**config.mk**
```make
export PLATFORM = sky130hd
export DESIGN_NAME = leaky_adpcm_voice_decoder
export DESIGN_NICKNAME = d
export VERILOG_FILES = /design/src/hdl/vad_pkg.sv /design/src/hdl/vad_diff.sv /design/src/hdl/vad_update.sv /design/src/hdl/leaky_adpcm_voice_decoder.sv
export SDC_FILE = /design/constraint.sdc
export NUM_CORES = 1
export LEC_CHECK = 0
export BUFFER_PORTS_ARGS = -buffer_cell sky130_fd_sc_hd__buf_2
export CAP_MARGIN = 20
export CORE_UTILIZATION = 69
export DETAILED_ROUTE_END_ITERATION = 8
export PLACE_DENSITY = 0.88
export SLEW_MARGIN = 20
export SYNTH_ARGS = -nofsm -noshare
export SYNTH_HDL_FRONTEND = slang
export SYNTH_SLANG_ARGS = --single-unit
export TNS_END_PERCENT = 5
```
**constraint.sdc**
```tcl
create_clock -name clk -period 11.8 [get_ports clk]
set_clock_uncertainty 0.05 [all_clocks]
set_input_delay 1.18 -clock clk [delete_from_list [all_inputs] [get_ports clk]]
set_output_delay 1.18 -clock clk [all_outputs]
set_load 0.01 [all_outputs]
```
**src/hdl/vad_pkg.sv**
```systemverilog
// Shared types, codes and constant tables for the ADPCM voice decoder.
package vad_pkg;

  // Signal range and step table size
  localparam int SigW     = 12;
  localparam int StepW    = 6;
  localparam int CodeW    = 4;
  localparam int PcmW     = 16;
  localparam int DiffW    = 13;
  localparam int StepMax  = 48;
  localparam int SigMax   = 2047;
  localparam int SigMin   = -2048;
  localparam int Leak     = 245;

  // Input beat operations
  typedef enum logic [1:0] {
    OP_CODE  = 2'd0,
    OP_RESET = 2'd1,
    OP_CLOCK = 2'd2
  } op_t;

  // Configuration register indexes
  typedef enum logic [0:0] {
    CFG_FOUR_BIT  = 1'b0,
    CFG_DAC_TWELVE = 1'b1
  } cfg_idx_t;

  // Decoder state carried between beats
  typedef struct packed {
    logic signed [SigW-1:0] signal_level;
    logic [StepW-1:0]       step_index;
    logic [CodeW-1:0]       code_latch;
    logic                   reset_level;
  } state_t;

  // floor(16 * 1.1^step)
  function automatic logic [10:0] step_rom(input logic [StepW-1:0] idx);
    logic [10:0] v;
    case (idx)
      6'd0:  v = 11'd16;   6'd1:  v = 11'd17;   6'd2:  v = 11'd19;   6'd3:  v = 11'd21;
      6'd4:  v = 11'd23;   6'd5:  v = 11'd25;   6'd6:  v = 11'd28;   6'd7:  v = 11'd31;
      6'd8:  v = 11'd34;   6'd9:  v = 11'd37;   6'd10: v = 11'd41;   6'd11: v = 11'd45;
      6'd12: v = 11'd50;   6'd13: v = 11'd55;   6'd14: v = 11'd60;   6'd15: v = 11'd66;
      6'd16: v = 11'd73;   6'd17: v = 11'd80;   6'd18: v = 11'd88;   6'd19: v = 11'd97;
      6'd20: v = 11'd107;  6'd21: v = 11'd118;  6'd22: v = 11'd130;  6'd23: v = 11'd143;
      6'd24: v = 11'd157;  6'd25: v = 11'd173;  6'd26: v = 11'd190;  6'd27: v = 11'd209;
      6'd28: v = 11'd230;  6'd29: v = 11'd253;  6'd30: v = 11'd279;  6'd31: v = 11'd307;
      6'd32: v = 11'd337;  6'd33: v = 11'd371;  6'd34: v = 11'd408;  6'd35: v = 11'd449;
      6'd36: v = 11'd494;  6'd37: v = 11'd544;  6'd38: v = 11'd598;  6'd39: v = 11'd658;
      6'd40: v = 11'd724;  6'd41: v = 11'd796;  6'd42: v = 11'd876;  6'd43: v = 11'd963;
      6'd44: v = 11'd1060; 6'd45: v = 11'd1166; 6'd46: v = 11'd1282; 6'd47: v = 11'd1411;
      6'd48: v = 11'd1552;
      default: v = 11'd0;
    endcase
    return v;
  endfunction

  // Step index adjustment per magnitude code
  function automatic logic signed [4:0] shift_rom(input logic [2:0] mag);
    logic signed [4:0] s;
    case (mag)
      3'd4:    s = 5'sd2;
      3'd5:    s = 5'sd4;
      3'd6:    s = 5'sd6;
      3'd7:    s = 5'sd8;
      default: s = -5'sd1;
    endcase
    return s;
  endfunction

endpackage

```
**src/hdl/vad_diff.sv**
```systemverilog
// Step table lookup and signed difference from a code.
module vad_diff (
  input  logic [vad_pkg::StepW-1:0]        step_index,
  input  logic [vad_pkg::CodeW-1:0]        code,
  output logic signed [vad_pkg::DiffW-1:0] diff
);

  logic [10:0] sv;
  logic [11:0] mag;

  // Magnitude: sv/8 plus weighted sv terms for each magnitude bit
  always_comb begin
    sv  = vad_pkg::step_rom(step_index);
    mag = 12'(sv >> 3);
    if (code[2]) mag = mag + 12'(sv);
    if (code[1]) mag = mag + 12'(sv >> 1);
    if (code[0]) mag = mag + 12'(sv >> 2);
    diff = code[3] ? -$signed({1'b0, mag}) : $signed({1'b0, mag});
  end

endmodule

```
**src/hdl/vad_update.sv**
```systemverilog
// Next-state logic for one input beat: code latch, reset level, sample update.
module vad_update (
  input  vad_pkg::op_t    op,
  input  logic [7:0]      value,
  input  logic            four_bit_codes,
  input  vad_pkg::state_t cur,
  output vad_pkg::state_t nxt
);

  logic signed [vad_pkg::DiffW-1:0] diff;
  logic signed [21:0] sig_x;
  logic signed [21:0] diff_x;
  logic signed [21:0] sum;
  logic signed [21:0] shifted;
  logic signed [11:0] sig_new;
  logic signed [6:0]  step_sum;
  logic [5:0]         step_new;

  vad_diff u_diff (
    .step_index (cur.step_index),
    .code       (cur.code_latch),
    .diff       (diff)
  );

  // Leaky integrator: floor((sig*245 + diff*256) / 256), clamped
  always_comb begin
    sig_x   = 22'(cur.signal_level);
    diff_x  = 22'(diff);
    sum     = sig_x * 22'sd245 + (diff_x <<< 8);
    shifted = sum >>> 8;
    if (shifted > 22'sd2047)       sig_new = 12'sd2047;
    else if (shifted < -22'sd2048) sig_new = -12'sd2048;
    else                           sig_new = shifted[11:0];
  end

  // Step index adaptation, clamped to the table
  always_comb begin
    step_sum = $signed({1'b0, cur.step_index}) + 7'(vad_pkg::shift_rom(cur.code_latch[2:0]));
    if (step_sum < 7'sd0)       step_new = '0;
    else if (step_sum > 7'sd48) step_new = 6'(vad_pkg::StepMax);
    else                        step_new = step_sum[5:0];
  end

  // Operation decode
  always_comb begin
    nxt = cur;
    unique case (op)
      vad_pkg::OP_CODE: begin
        nxt.code_latch = four_bit_codes ? value[3:0] : {value[2:0], 1'b0};
      end
      vad_pkg::OP_RESET: begin
        nxt.reset_level = |value;
      end
      vad_pkg::OP_CLOCK: begin
        if (cur.reset_level) begin
          nxt.signal_level = '0;
          nxt.step_index   = '0;
        end else begin
          nxt.signal_level = sig_new;
          nxt.step_index   = step_new;
        end
      end
      default: nxt = cur;
    endcase
  end

endmodule

```
**src/hdl/leaky_adpcm_voice_decoder.sv**
```systemverilog
// Throughput: one beat per cycle while out_stall is low.
// Stages: input register, one update pass, result register.
// The input register holds a beat while the result register waits on out_stall.
// Reset (rst_n low, synchronous): state and latches to zero, 4-bit codes,
// 10-bit DAC, both stages empty.
module leaky_adpcm_voice_decoder (
  input  logic                clk,
  input  logic                rst_n,
  input  logic                cfg_we,
  input  logic [0:0]          cfg_index,
  input  logic [0:0]          cfg_wdata,
  input  logic                in_valid,
  output logic                in_stall,
  input  logic [1:0]          in_operation,
  input  logic [7:0]          in_value,
  output logic                out_valid,
  input  logic                out_stall,
  output logic signed [15:0]  out_pcm_out,
  output logic [5:0]          out_step_level
);

  logic            four_bit_r;
  logic            dac12_r;
  logic            s1_valid_r;
  vad_pkg::op_t    s1_op_r;
  logic [7:0]      s1_value_r;
  logic            out_valid_r;
  logic signed [15:0] pcm_r;
  logic [5:0]      step_r;
  vad_pkg::state_t state_r;
  vad_pkg::state_t state_nxt;
  logic            in_take;
  logic            out_load;
  logic signed [11:0] masked;

  // Handshake: stage 1 drains when the result register is free
  assign out_load = s1_valid_r && (!out_valid_r || !out_stall);
  assign in_stall = s1_valid_r && !out_load;
  assign in_take  = in_valid && !in_stall;

  // Configuration registers
  always_ff @(posedge clk) begin
    if (!rst_n) begin
      four_bit_r <= 1'b1;
      dac12_r    <= 1'b0;
    end else if (cfg_we) begin
      unique case (vad_pkg::cfg_idx_t'(cfg_index))
        vad_pkg::CFG_FOUR_BIT:   four_bit_r <= cfg_wdata[0];
        vad_pkg::CFG_DAC_TWELVE: dac12_r    <= cfg_wdata[0];
        default: ;
      endcase
    end
  end

  // Input register
  always_ff @(posedge clk) begin
    if (!rst_n) begin
      s1_valid_r <= 1'b0;
    end else if (in_take) begin
      s1_valid_r <= 1'b1;
    end else if (out_load) begin
      s1_valid_r <= 1'b0;
    end
  end

  always_ff @(posedge clk) begin
    if (in_take) begin
      s1_op_r    <= vad_pkg::op_t'(in_operation);
      s1_value_r <= in_value;
    end
  end

  vad_update u_update (
    .op             (s1_op_r),
    .value          (s1_value_r),
    .four_bit_codes (four_bit_r),
    .cur            (state_r),
    .nxt            (state_nxt)
  );

  // Decoder state advances as each beat moves to the result register
  always_ff @(posedge clk) begin
    if (!rst_n) begin
      state_r <= '0;
    end else if (out_load) begin
      state_r <= state_nxt;
    end
  end

  // DAC output: 10-bit mode clears the two low signal bits
  assign masked = dac12_r ? state_nxt.signal_level
                          : {state_nxt.signal_level[11:2], 2'b00};

  // Result register
  always_ff @(posedge clk) begin
    if (!rst_n) begin
      out_valid_r <= 1'b0;
    end else begin
      out_valid_r <= out_load || (out_valid_r && out_stall);
    end
  end

  always_ff @(posedge clk) begin
    if (out_load) begin
      pcm_r  <= {masked, 4'b0000};
      step_r <= state_nxt.step_index;
    end
  end

  assign out_valid      = out_valid_r;
  assign out_pcm_out    = pcm_r;
  assign out_step_level = step_r;

endmodule

```
Yosys cells after proc, flatten, opt, wreduce, memory -nomap -nowiden
Memories as Yosys holds them, arrays and structs flattened. A register that Yosys moved wholly into a read port is not among the register bits.
Cells that the tools add are included.
{"block": "word_totals", "elab_cells": 65, "register_bits": 55, "output_inout_bits": 24, "inputBits": 17, "romBits": 704, "mem_count": 1}
{"block": "op_classes", "magnitude_cmp": 4, "addsub": 6, "n_mul": 1, "n_mux": 16, "eq_ne": 6, "bitwise_logic": 1, "reduce_logical": 17}
{"name": "(no name shown)", "words": 64, "width": 11, "rd": 1, "rd_clocked_by_memory_dff": 1, "wr": 0, "line_no": "vad_pkg.sv:39", "text": "case (idx)"}
{"op": "2-to-1 mux 12 bit", "n": 5}
{"op": "2-to-1 mux 18 bit", "n": 2}
{"op": "2-to-1 mux 6 bit", "n": 4}
{"op": "adder 21 x 21 -> 22 bit", "n": 1}
{"op": "multiplier 12 x 9 -> 21 bit, second input constant", "n": 1}
{"op": "case mux 5 bit (4 select lines)", "n": 1}
{"op": "> comparator 14 x 12 -> 1 bit, second input constant", "n": 1}
{"op": "< comparator 14 x 12 -> 1 bit, second input constant", "n": 1}
{"op": "2-to-1 mux 13 bit", "n": 1}
{"op": "negation 12 -> 13 bit", "n": 1}
{"op": "adder 12 x 10 -> 12 bit", "n": 1}
{"op": "adder 12 x 9 -> 12 bit", "n": 1}
{"op": "adder 8 x 11 -> 12 bit", "n": 1}
{"op": "== test 3 bit, second input constant", "n": 4}
{"op": "AND reduction 2 bit", "n": 4}
{"op": "OR reduction 8 bit", "n": 1}
{"op": "adder 7 x 5 -> 7 bit", "n": 1}
{"op": "> comparator 7 bit, second input constant", "n": 1}
{"op": "< comparator 7 x 1 -> 1 bit, second input constant", "n": 1}
{"op": "logical AND 1 bit", "n": 4}
{"op": "logical NOT 1 bit", "n": 4}
{"op": "2-to-1 mux 4 bit", "n": 1}
{"op": "== test 2 x 1 -> 1 bit, second input constant", "n": 1}
{"op": "== test 2 bit, second input constant", "n": 1}
{"op": "other kinds (5)", "n": 7}

Depth between registers and ports, before layout
Gate-level depths: netlist of run 1.
{"block": "depth", "ltp_word": 16, "mapped_depth": 36, "ltp_nobuf": 35}

Modules after synthesis
Synthesis of run 1 repeated with hierarchy kept, for this count alone.
{"block": "hier_totals", "hier_cells": 1055, "area_unflattened_um2": 8765.9}
{"mod": "vad_update", "area_per_inst_um2": 3520.9, "seq_area_each_um2": 0.0, "cells_per_inst": 421, "instances": 1}
{"mod": "vad_diff", "area_per_inst_um2": 3245.6, "seq_area_each_um2": 0.0, "cells_per_inst": 481, "instances": 1}
{"mod": "leaky_adpcm_voice_decoder", "area_per_inst_um2": 1999.4, "seq_area_each_um2": 1381.3, "cells_per_inst": 153, "instances": 1}

Worst setup path before layout of run 1
No wires, ideal clock.
{"block": "synth_timing", "kind": "register to register", "from": "register, netlist name u_update.u_diff.sv[3]", "to": "register pcm_r[4] (netlist: out_pcm_out[4]), data pin", "setup_time_ps": 257, "path_stages_with_launch": 35, "required_ps": 11493, "setup_slack_ps": 5095, "arrival_time_ps": 6398, "path_buffers": 1, "path_cell_list": "dfxtp_1 -> ha_1 -> inv_1 -> fa_1 -> nor2b_1 -> o2111ai_1 -> nand3b_1 -> xor2_1 -> mux2_2 -> ha_1 -> a211oi_2 -> o2111ai_2 -> and4b_1 -> a211oi_1 -> nand2_1 -> ha_1 -> nor2b_1 -> nor2_1 -> a21oi_1 -> xnor2_1 -> nor2_1 -> a211oi_2 -> inv_1 -> o21ai_1 -> xor2_1 -> fa_1 -> ha_1 -> a21o_1 -> o21ai_1 -> nand2b_1 -> nor4_1 -> a311oi_1 -> buf_2 -> a21o_1 -> a32o_1"}
{"block": "synth_between", "elab_chain_cells": 14}
{"item": "adder 8 x 11 -> 12 bit", "line_no": "vad_diff.sv:15", "text": "if (code[2]) mag = mag + 12'(sv);"}
{"item": "2-to-1 mux 12 bit", "line_no": "vad_diff.sv:15"}
{"item": "adder 12 x 10 -> 12 bit", "line_no": "vad_diff.sv:16", "text": "if (code[1]) mag = mag + 12'(sv >> 1);"}
{"item": "2-to-1 mux 12 bit", "line_no": "vad_diff.sv:16"}
{"item": "adder 12 x 9 -> 12 bit", "line_no": "vad_diff.sv:17", "text": "if (code[0]) mag = mag + 12'(sv >> 2);"}
{"item": "2-to-1 mux 12 bit *", "line_no": "vad_diff.sv:17"}
{"item": "negation 12 -> 13 bit", "line_no": "vad_diff.sv:18", "text": "diff = code[3] ? -$signed({1'b0, mag}) : $signed({1'b0, mag});"}
{"item": "2-to-1 mux 13 bit *", "line_no": "vad_diff.sv:18"}
{"item": "adder 21 x 21 -> 22 bit *", "line_no": "vad_update.sv:29", "text": "sum = sig_x * 22'sd245 + (diff_x <<< 8);"}
{"item": "< comparator 14 x 12 -> 1 bit", "line_no": "vad_update.sv:32", "text": "else if (shifted < -22'sd2048) sig_new = -12'sd2048;"}
{"item": "2-to-1 mux 12 bit", "line_no": "vad_update.sv:32"}
{"item": "2-to-1 mux 12 bit *", "line_no": "vad_update.sv:31", "text": "if (shifted > 22'sd2047) sig_new = 12'sd2047;"}
{"item": "2-to-1 mux 18 bit *", "line_no": "vad_update.sv:55", "text": "if (cur.reset_level) begin"}
{"item": "2-to-1 mux 18 bit *", "line_no": "vad_update.sv:47", "text": "unique case (op)"}
{"item": "end signal: assignment", "line_no": "leaky_adpcm_voice_decoder.sv:105", "text": "pcm_r <= {masked, 4'b0000};"}
{"item": "end: declaration", "line_no": "leaky_adpcm_voice_decoder.sv:28", "text": "logic signed [15:0] pcm_r;"}
Mark *: on every way between the ends. The rest lies on a longest branch, timed or not.
A chain may end at the register's enable or synchronous reset.

Worst setup path after layout of run 1
{"block": "layout_timing", "from": "register, netlist name u_update.u_diff.sv[3]", "to": "register pcm_r[14] (netlist: out_pcm_out[14]), data pin"}
{"block": "layout_between", "elab_chain_cells": 14}
{"item": "adder 8 x 11 -> 12 bit", "line_no": "vad_diff.sv:15"}
{"item": "2-to-1 mux 12 bit", "line_no": "vad_diff.sv:15"}
{"item": "adder 12 x 10 -> 12 bit", "line_no": "vad_diff.sv:16"}
{"item": "2-to-1 mux 12 bit", "line_no": "vad_diff.sv:16"}
{"item": "adder 12 x 9 -> 12 bit", "line_no": "vad_diff.sv:17"}
{"item": "2-to-1 mux 12 bit *", "line_no": "vad_diff.sv:17"}
{"item": "negation 12 -> 13 bit", "line_no": "vad_diff.sv:18"}
{"item": "2-to-1 mux 13 bit *", "line_no": "vad_diff.sv:18"}
{"item": "adder 21 x 21 -> 22 bit *", "line_no": "vad_update.sv:29"}
{"item": "< comparator 14 x 12 -> 1 bit", "line_no": "vad_update.sv:32"}
{"item": "2-to-1 mux 12 bit", "line_no": "vad_update.sv:32"}
{"item": "2-to-1 mux 12 bit *", "line_no": "vad_update.sv:31"}
{"item": "2-to-1 mux 18 bit *", "line_no": "vad_update.sv:55"}
{"item": "2-to-1 mux 18 bit *", "line_no": "vad_update.sv:47"}
{"item": "named net masked[10]", "line_no": "leaky_adpcm_voice_decoder.sv:34", "text": "logic signed [11:0] masked;"}
Mark *: on every way through the listed nets, which the timed path passes. The rest lies on a longest branch.

==> reports/metrics.yaml, run 1 <==
placed_cells_incl_taps: 1048
layoutNonFillerInstCount: 1064
antenna_found_initial: 0
p_total_w: 0.000706
cts.sinks: 66
start_util_pct: 71.8
antenna_left: 0
postPlaceCellArea_um2: 8120
path_common_cell: "ha_1"
core_area_um2: 11000
viasPerCell: 6.28
hpwlAfterDp_um: 13800
area_delta_synth_final_pct: 7.04
synth_area_um2: 7890
cp.required_ns: 11.84
die_h_um: 109
leakagePower_nw: 4.17
cts_tree: "built"
path_max_fanout: 11
ys.flop_type: "dfxtp_1"
yosys_warnings: 0
overflow: 0
place.port_buffers: 36
synth_cell_type_count: 85
endpoint_kind: "register"
rsz0062_at_grt: "false"
rows: 38
die_w_um: 109
use_met3_pct: 4.96
nNetsFinal: 1086
final_area_um2: 8440
gr-usage-met1_pct: 39.4
met2_usage_pct: 59.9
crit_type: "reg2reg"
top_usage_layer: "met2"
finalMaxSlewViolations: 0
hold_violations: 0
num_io_pins: 41
layout_commonest_cell: "inv_1"
wirelength_um: 18500
syn_avg_cell_area_um2: 8.78
synth_seq_cells: 66
drt_iter0_drc: 492
setup_violations: 0
startpoint_type: "register"
post_cts_buffers: 0
worst_pin_slew_ns: 0.917
worstPathArrival_ns: 7.60
holdCritPathClass: "reg2reg"
cts_root_buffer: "clkbuf_16"
ys_seq_area_share_pct: 20.3
fillers: 737
drc: 0
synth_edf_count: 28
relSlewSlack_pct: 38.8
dr.pass1.iters: 5
grt_usage_pct: 33.4
cts_resized: 0
ys_async_sr_fraction_pct: 0
period_share_pct: 64.0
min_from: "s1_valid_r$_SDFFE_PN0P_"
crit_start: "u_update.u_diff.sv[3]$_DFF_P_"
clk_pin_slew_worst_paths_ns: 0.06
grt_pass1_wl_um: 30800
syn_inst: 898
layout_common_cells: "inv_1 (123), ha_1 (94), nand2_1 (76)"
r2r-start: "u_update.u_diff.sv[3]$_DFF_P_"
grt_max_degree: 28
wl_per_cell_um: 17.4
n_antenna_cell: 0
die-area_um2: 11900
cpPeakStageDelay_ns: 0.51
cp_num_buf_inv: 4
clk_path_buf_depth: 2
outcome: "complete, no violations"
critPathTopFamily: "compound AO/OA/AOI/OAI gates"
vdd_drop_max_mv: 0.0955
clk_latency_ns: 0.34
post-route-min-period_ns: 7.55
layout-drive-gt1-share_pct: 9.09
fin_tns_setup_ns: 0
gp_congestion: 0.946
grt_pass1_vias: 6624
dr_total_vias: 6680
maxCapViolCount: 0
critPathSlowestCell: "or4_1"
clock.fmax_ghz: 0.132
cts_made_buffers: 9
cts_hold_buf: 0
cts-htree-levels: 3
p_per_area_nw_per_um2: 83.6
-- area by class of cell --
cell class,instances,area [µm²],area share [%]
tap,140,175,2.07
clock buffer,10,239,2.83
inverter,128,482,5.70
clock inverter,6,88.8,1.05
sequential,66,1600,19.0
timing repair buffer,40,210,2.49
multi-input combinational,674,5650,66.9
-- per-layer routing --
metal	vias up	wire length (µm)
met2	253	9150
met4	0	658
li1	3176	-
met1	3177	7630
met3	74	1050
met5	-	0
-- power breakdown --
| group | internal (W) | switching (W) | total (W) |
|---|---|---|---|
| sequential | 0.000248 | 0.00000930 | 0.000257 |
| clock | 0.000191 | 0.000104 | 0.000295 |
| combinational | 0.0000642 | 0.0000898 | 0.000154 |
| total | 0.000503 | 0.000203 | 0.000706 |
-- flip-flops by register name, summed over array words and instances, names as in the netlist --
name	count
dac12_r	1
out_step_level	6
state_r	23
u_update.u_diff.sv	11
s1_op_r	2
out_pcm_out	12
four_bit_r	1
s1_value_r	8
out_valid	1
s1_valid_r	1
-- through the flow --
stage               util (%)  setup slack (ns)  hold slack (ns)
detailed placement      73.9              4.37            0.477
finish                  76.9              4.25            0.482
global route            76.9              3.75            0.528
floorplan                  -              5.10            0.416
global placement        73.9              4.65            0.441
CTS                     76.9              4.33            0.493
-- synthesized netlist by cell type, types with 4 or more instances --
| cell | instances | share of area, % |
|---|---|---|
| dfxtp_1 | 38 | 9.6 |
| nor2_1 | 44 | 2.1 |
| o21ai_0 | 41 | 2.6 |
| o21bai_1 | 7 | 0.67 |
| o21ai_1 | 6 | 0.38 |
| xnor2_1 | 29 | 3.2 |
| and2_1 | 4 | 0.32 |
| o211ai_1 | 8 | 0.76 |
| nand2_1 | 76 | 3.6 |
| o22ai_1 | 4 | 0.32 |
| nand2b_1 | 11 | 0.87 |
| edfxtp_1 | 28 | 11 |
| nor3_1 | 13 | 0.82 |
| nor3b_1 | 4 | 0.38 |
| inv_1 | 123 | 5.9 |
| ha_1 | 94 | 15 |
| fa_1 | 56 | 14 |
| nor4_1 | 4 | 0.32 |
| o21a_1 | 12 | 1.1 |
| nand4_1 | 8 | 0.63 |
| and3_1 | 5 | 0.40 |
| buf_4 | 4 | 0.38 |
| a21o_1 | 18 | 1.7 |
| nor2b_1 | 11 | 0.87 |
| xor2_1 | 21 | 2.3 |
| mux2i_1 | 14 | 1.8 |
| a211oi_1 | 5 | 0.48 |
| a21oi_1 | 48 | 3.0 |
| nand3_1 | 22 | 1.4 |
| clkbuf_1 | 18 | 0.86 |
| buf_2 | 6 | 0.38 |
| a22o_1 | 23 | 2.6 |
| a31oi_1 | 5 | 0.40 |
| mux2_2 | 7 | 1.0 |
-- worst reg2reg max path, delay by kind of cell, from the launching register on --
family / cells / cell delay [ns]
adder cells (fa/ha/maj): 6 / 2.04
AND/OR/NAND/NOR: 11 / 1.86
XOR/XNOR: 2 / 0.37
buffers and inverters: 4 / 0.42
AO/OA/AOI/OAI: 13 / 2.10
flip-flops: 1 / 0.42
-- final timing paths --
| check | cells after the start | to | slack, ns |
|---|---|---|---|
| min | 2 | out_valid$_SDFF_PN0_ | 0.48 |
| max reg2reg | 36 | out_pcm_out[14]$_DFFE_PP_ | 4.25 |
| max | 36 | out_pcm_out[14]$_DFFE_PP_ | 4.25 |
| min reg2reg | 2 | out_valid$_SDFF_PN0_ | 0.48 |
-- kinds of logic after synthesis --
logic type | share of synthesized area, %
compound gates | 20.7
xor+xnor | 5.55
fa+ha+maj | 29.1
buf+inv | 8.25
flops | 20.3
mux | 2.78
other cells | 0.0475
simple gates | 13.3
(Power assumes the default switching activity.)
==> run 2, diff against run 1 <==
CORE_UTILIZATION = 58   (was 69)
PLACE_DENSITY = 0.79   (was 0.88)
clock period = 6.8 ns   (was 11.8 ns; I/O delays follow)
==> reports/metrics.yaml, run 2 (synthesis results as in run 1) <==
cp.required_ns: 6.94  # -4.90 ns
clk_pin_slew_worst_paths_ns: 0.06  # about the same
p_comb_share_pct: 25.2  # +3.4 points
vdd_drop_max_mv: 0.149  # +56%
endpoint_kind: "register"
timing.hold.ws_ns: 0.465  # -0.0169 ns
num_io_pins: 41  # unchanged
power.internal_w: 0.000888  # +77%
startpoint_type: "register"
holdCritPathClass: "in2reg"
maxCapViolCount: 0  # unchanged
p_seq_share_pct: 35.3  # -1.1 points
cts.sinks: 66  # unchanged
path_common_cell: "ha_4"
worstPathArrival_ns: 7.27  # -0.33 ns
overflow: 0  # unchanged
hold_depth: 1  # -1
path_max_fanout: 5  # -6
layout-drive-gt1-share_pct: 23.9  # +15 points
dpl_worst_slack_ns: -0.399  # -4.77 ns
die_w_um: 119  # +8.9%
clk_latency_ns: 0.34  # about the same
top_register: "state_r"
worst-path-stages: 34  # -5.6%
clk_path_buf_depth: 2  # unchanged
grt_max_degree: 28  # unchanged
cts_root_buffer: "clkbuf_16"
hold_violations: 0  # unchanged
critPathTopFamily: "compound AO/OA/AOI/OAI gates"
p_per_area_nw_per_um2: 131  # +57%
core_area_um2: 13200  # +21%
violations: "negative setup slack"
drc: 0  # unchanged
worst_pin_slew_ns: 1.02  # +0.101 ns
drt_iter0_drc: 720  # +46%
rows: 42  # +11%
power.share.clock_pct: 39.5  # -2.3 points
die_h_um: 119  # +8.9%
wl_per_cell_um: 18.2  # +4.6%
period_share_pct: 105  # +41 points
nNetsFinal: 1171  # +7.8%
gp_congestion: 0.923  # -2.4%
cts_made_buffers: 9  # unchanged
post-route-min-period_ns: 7.12  # -0.432 ns
rsz0062_at_grt: "true"
outcome: "finished with violations"
layout_common_cells: "inv_1 (121), buf_4 (85), ha_1 (79)"
finalMaxSlewViolations: 0  # unchanged
relSlewSlack_pct: 31.9  # -7.0 points
antenna_found_initial: 0  # unchanged
area_delta_synth_final_pct: 21.9
setup_violations: 24  # +24
hpwlAfterDp_um: 14800  # +7.3%
cts_tree: "built"
place.port_buffers: 36  # unchanged
fin_ws_ns: -0.323  # -4.57 ns
placed_cells_incl_taps: 1153  # +10%
cp_num_buf_inv: 4  # unchanged
clock.fmax_ghz: 0.140  # +6.1%
largest_reg_flops: 23  # unchanged
r2r-start: "u_update.u_diff.sv[3]$_DFF_P_"
cpPeakStageDelay_ns: 0.48  # -0.03 ns
crit_start: "u_update.u_diff.sv[3]$_DFF_P_"
dr.pass1.iters: 5  # unchanged
crit_type: "reg2reg"
antenna_left: 0  # unchanged
start_util_pct: 59.6  # -12 points
grt_pass1_vias: 6852  # +3.4%
wirelength_um: 21500  # +16%
min_from: "in_value[5]"
layout_commonest_cell: "inv_1"
die-area_um2: 14100  # +19%
n_antenna_cell: 0  # unchanged
cts-htree-levels: 3  # unchanged
viasPerCell: 6.01  # -4.2%
layoutNonFillerInstCount: 1185  # +11%
power.switching_w: 0.000373  # +84%
grt_usage_pct: 29.1  # -4.2 points
grt_pass1_wl_um: 32900  # +7.0%
fillers: 945  # +28%
dr_total_vias: 7126  # +6.7%
switching_share_pct: 29.6  # +0.83 points
leakagePower_nw: 4.58  # +9.8%
rr_worst_depth: 34  # -5.6%
critPathSlowestCell: "fa_1"
## run 2: cell count changes in the layout (fill, tap and decap cells not counted), sizes merged
cell | before | now
buf | 40 | 125
clkinvlp | 0 | 2
clkbuf | 10 | 9
clkinv | 5 | 4
## run 2: stage by stage
| step | power [W] | TNS (ns) | utilization, % | cell area, µm² |
|---|---|---|---|---|
| after floorplan | 0.000647 | 0 | - | 7900 |
| after global placement | 0.000720 | 0 | 65.5 | 8680 |
| after detailed placement | 0.000731 | -6.83 | 65.5 | 8680 |
| after CTS | 0.00124 | -0.377 | 70.0 | 9270 |
| after global routing | 0.00131 | -10.07 | 72.6 | 9610 |
| final | 0.00126 | -4.72 | 72.6 | 9610 |
## run 2: area by class of cell
type	count	area [µm²]	area share, %
multi-input combinational	674	6130	63.7
sequential	66	1610	16.7
clock buffer	9	225	2.34
timing repair buffer	125	863	8.98
clock inverter	7	92.6	0.963
inverter	128	482	5.01
tap	176	220	2.29
## run 2: final timing paths
kind              slack, ns                         to
hold reg to reg        0.47       dac12_r$_SDFFE_PN0P_
hold / removal         0.46    s1_value_r[5]$_DFFE_PP_
setup reg to reg      -0.32  out_pcm_out[13]$_DFFE_PP_
setup / recovery      -0.32  out_pcm_out[13]$_DFFE_PP_
## run 2: power by group through the flow
stage	Combinational, W	Clock, W	Sequential [W]
floorplan	0.000198	0	0.000449
global placement	0.000268	0	0.000452
detailed placement	0.000279	0	0.000452
CTS	0.000291	0.000500	0.000444
global route	0.000348	0.000516	0.000446
finish	0.000318	0.000498	0.000445
## run 2: repair_timing
item | in CTS | in global routing
hold buffers | 0 | 0
gates resized for setup | 44 | 56
hold endpoints to repair | 0 | 0
gates cloned | 0 | 1
pin swaps | 35 | 46
setup buffers | 6 | 9
setup endpoints to repair | 24 | 24
## run 2: per-layer routing
metal | global-route usage [%] | up-vias | wire [µm]
met2 | 49.1 | 325 | 10700
met5 | 0 | - | 0
met3 | 2.99 | 45 | 1390
li1 | - | 3352 | -
met4 | 9.73 | 0 | 437
met1 | 39.0 | 3404 | 9020
## run 2: worst reg2reg max path, delay by kind of cell (launching register included)
family,cells,cell delay (ns)
AOI/OAI and AO/OA,12,2.57
adders and majority gates,6,1.76
and+or+nand+nor,8,1.05
buffers and inverters,4,0.45
xor gates and xnor gates,3,0.44
DFF,1,0.35
muxes,1,0.30
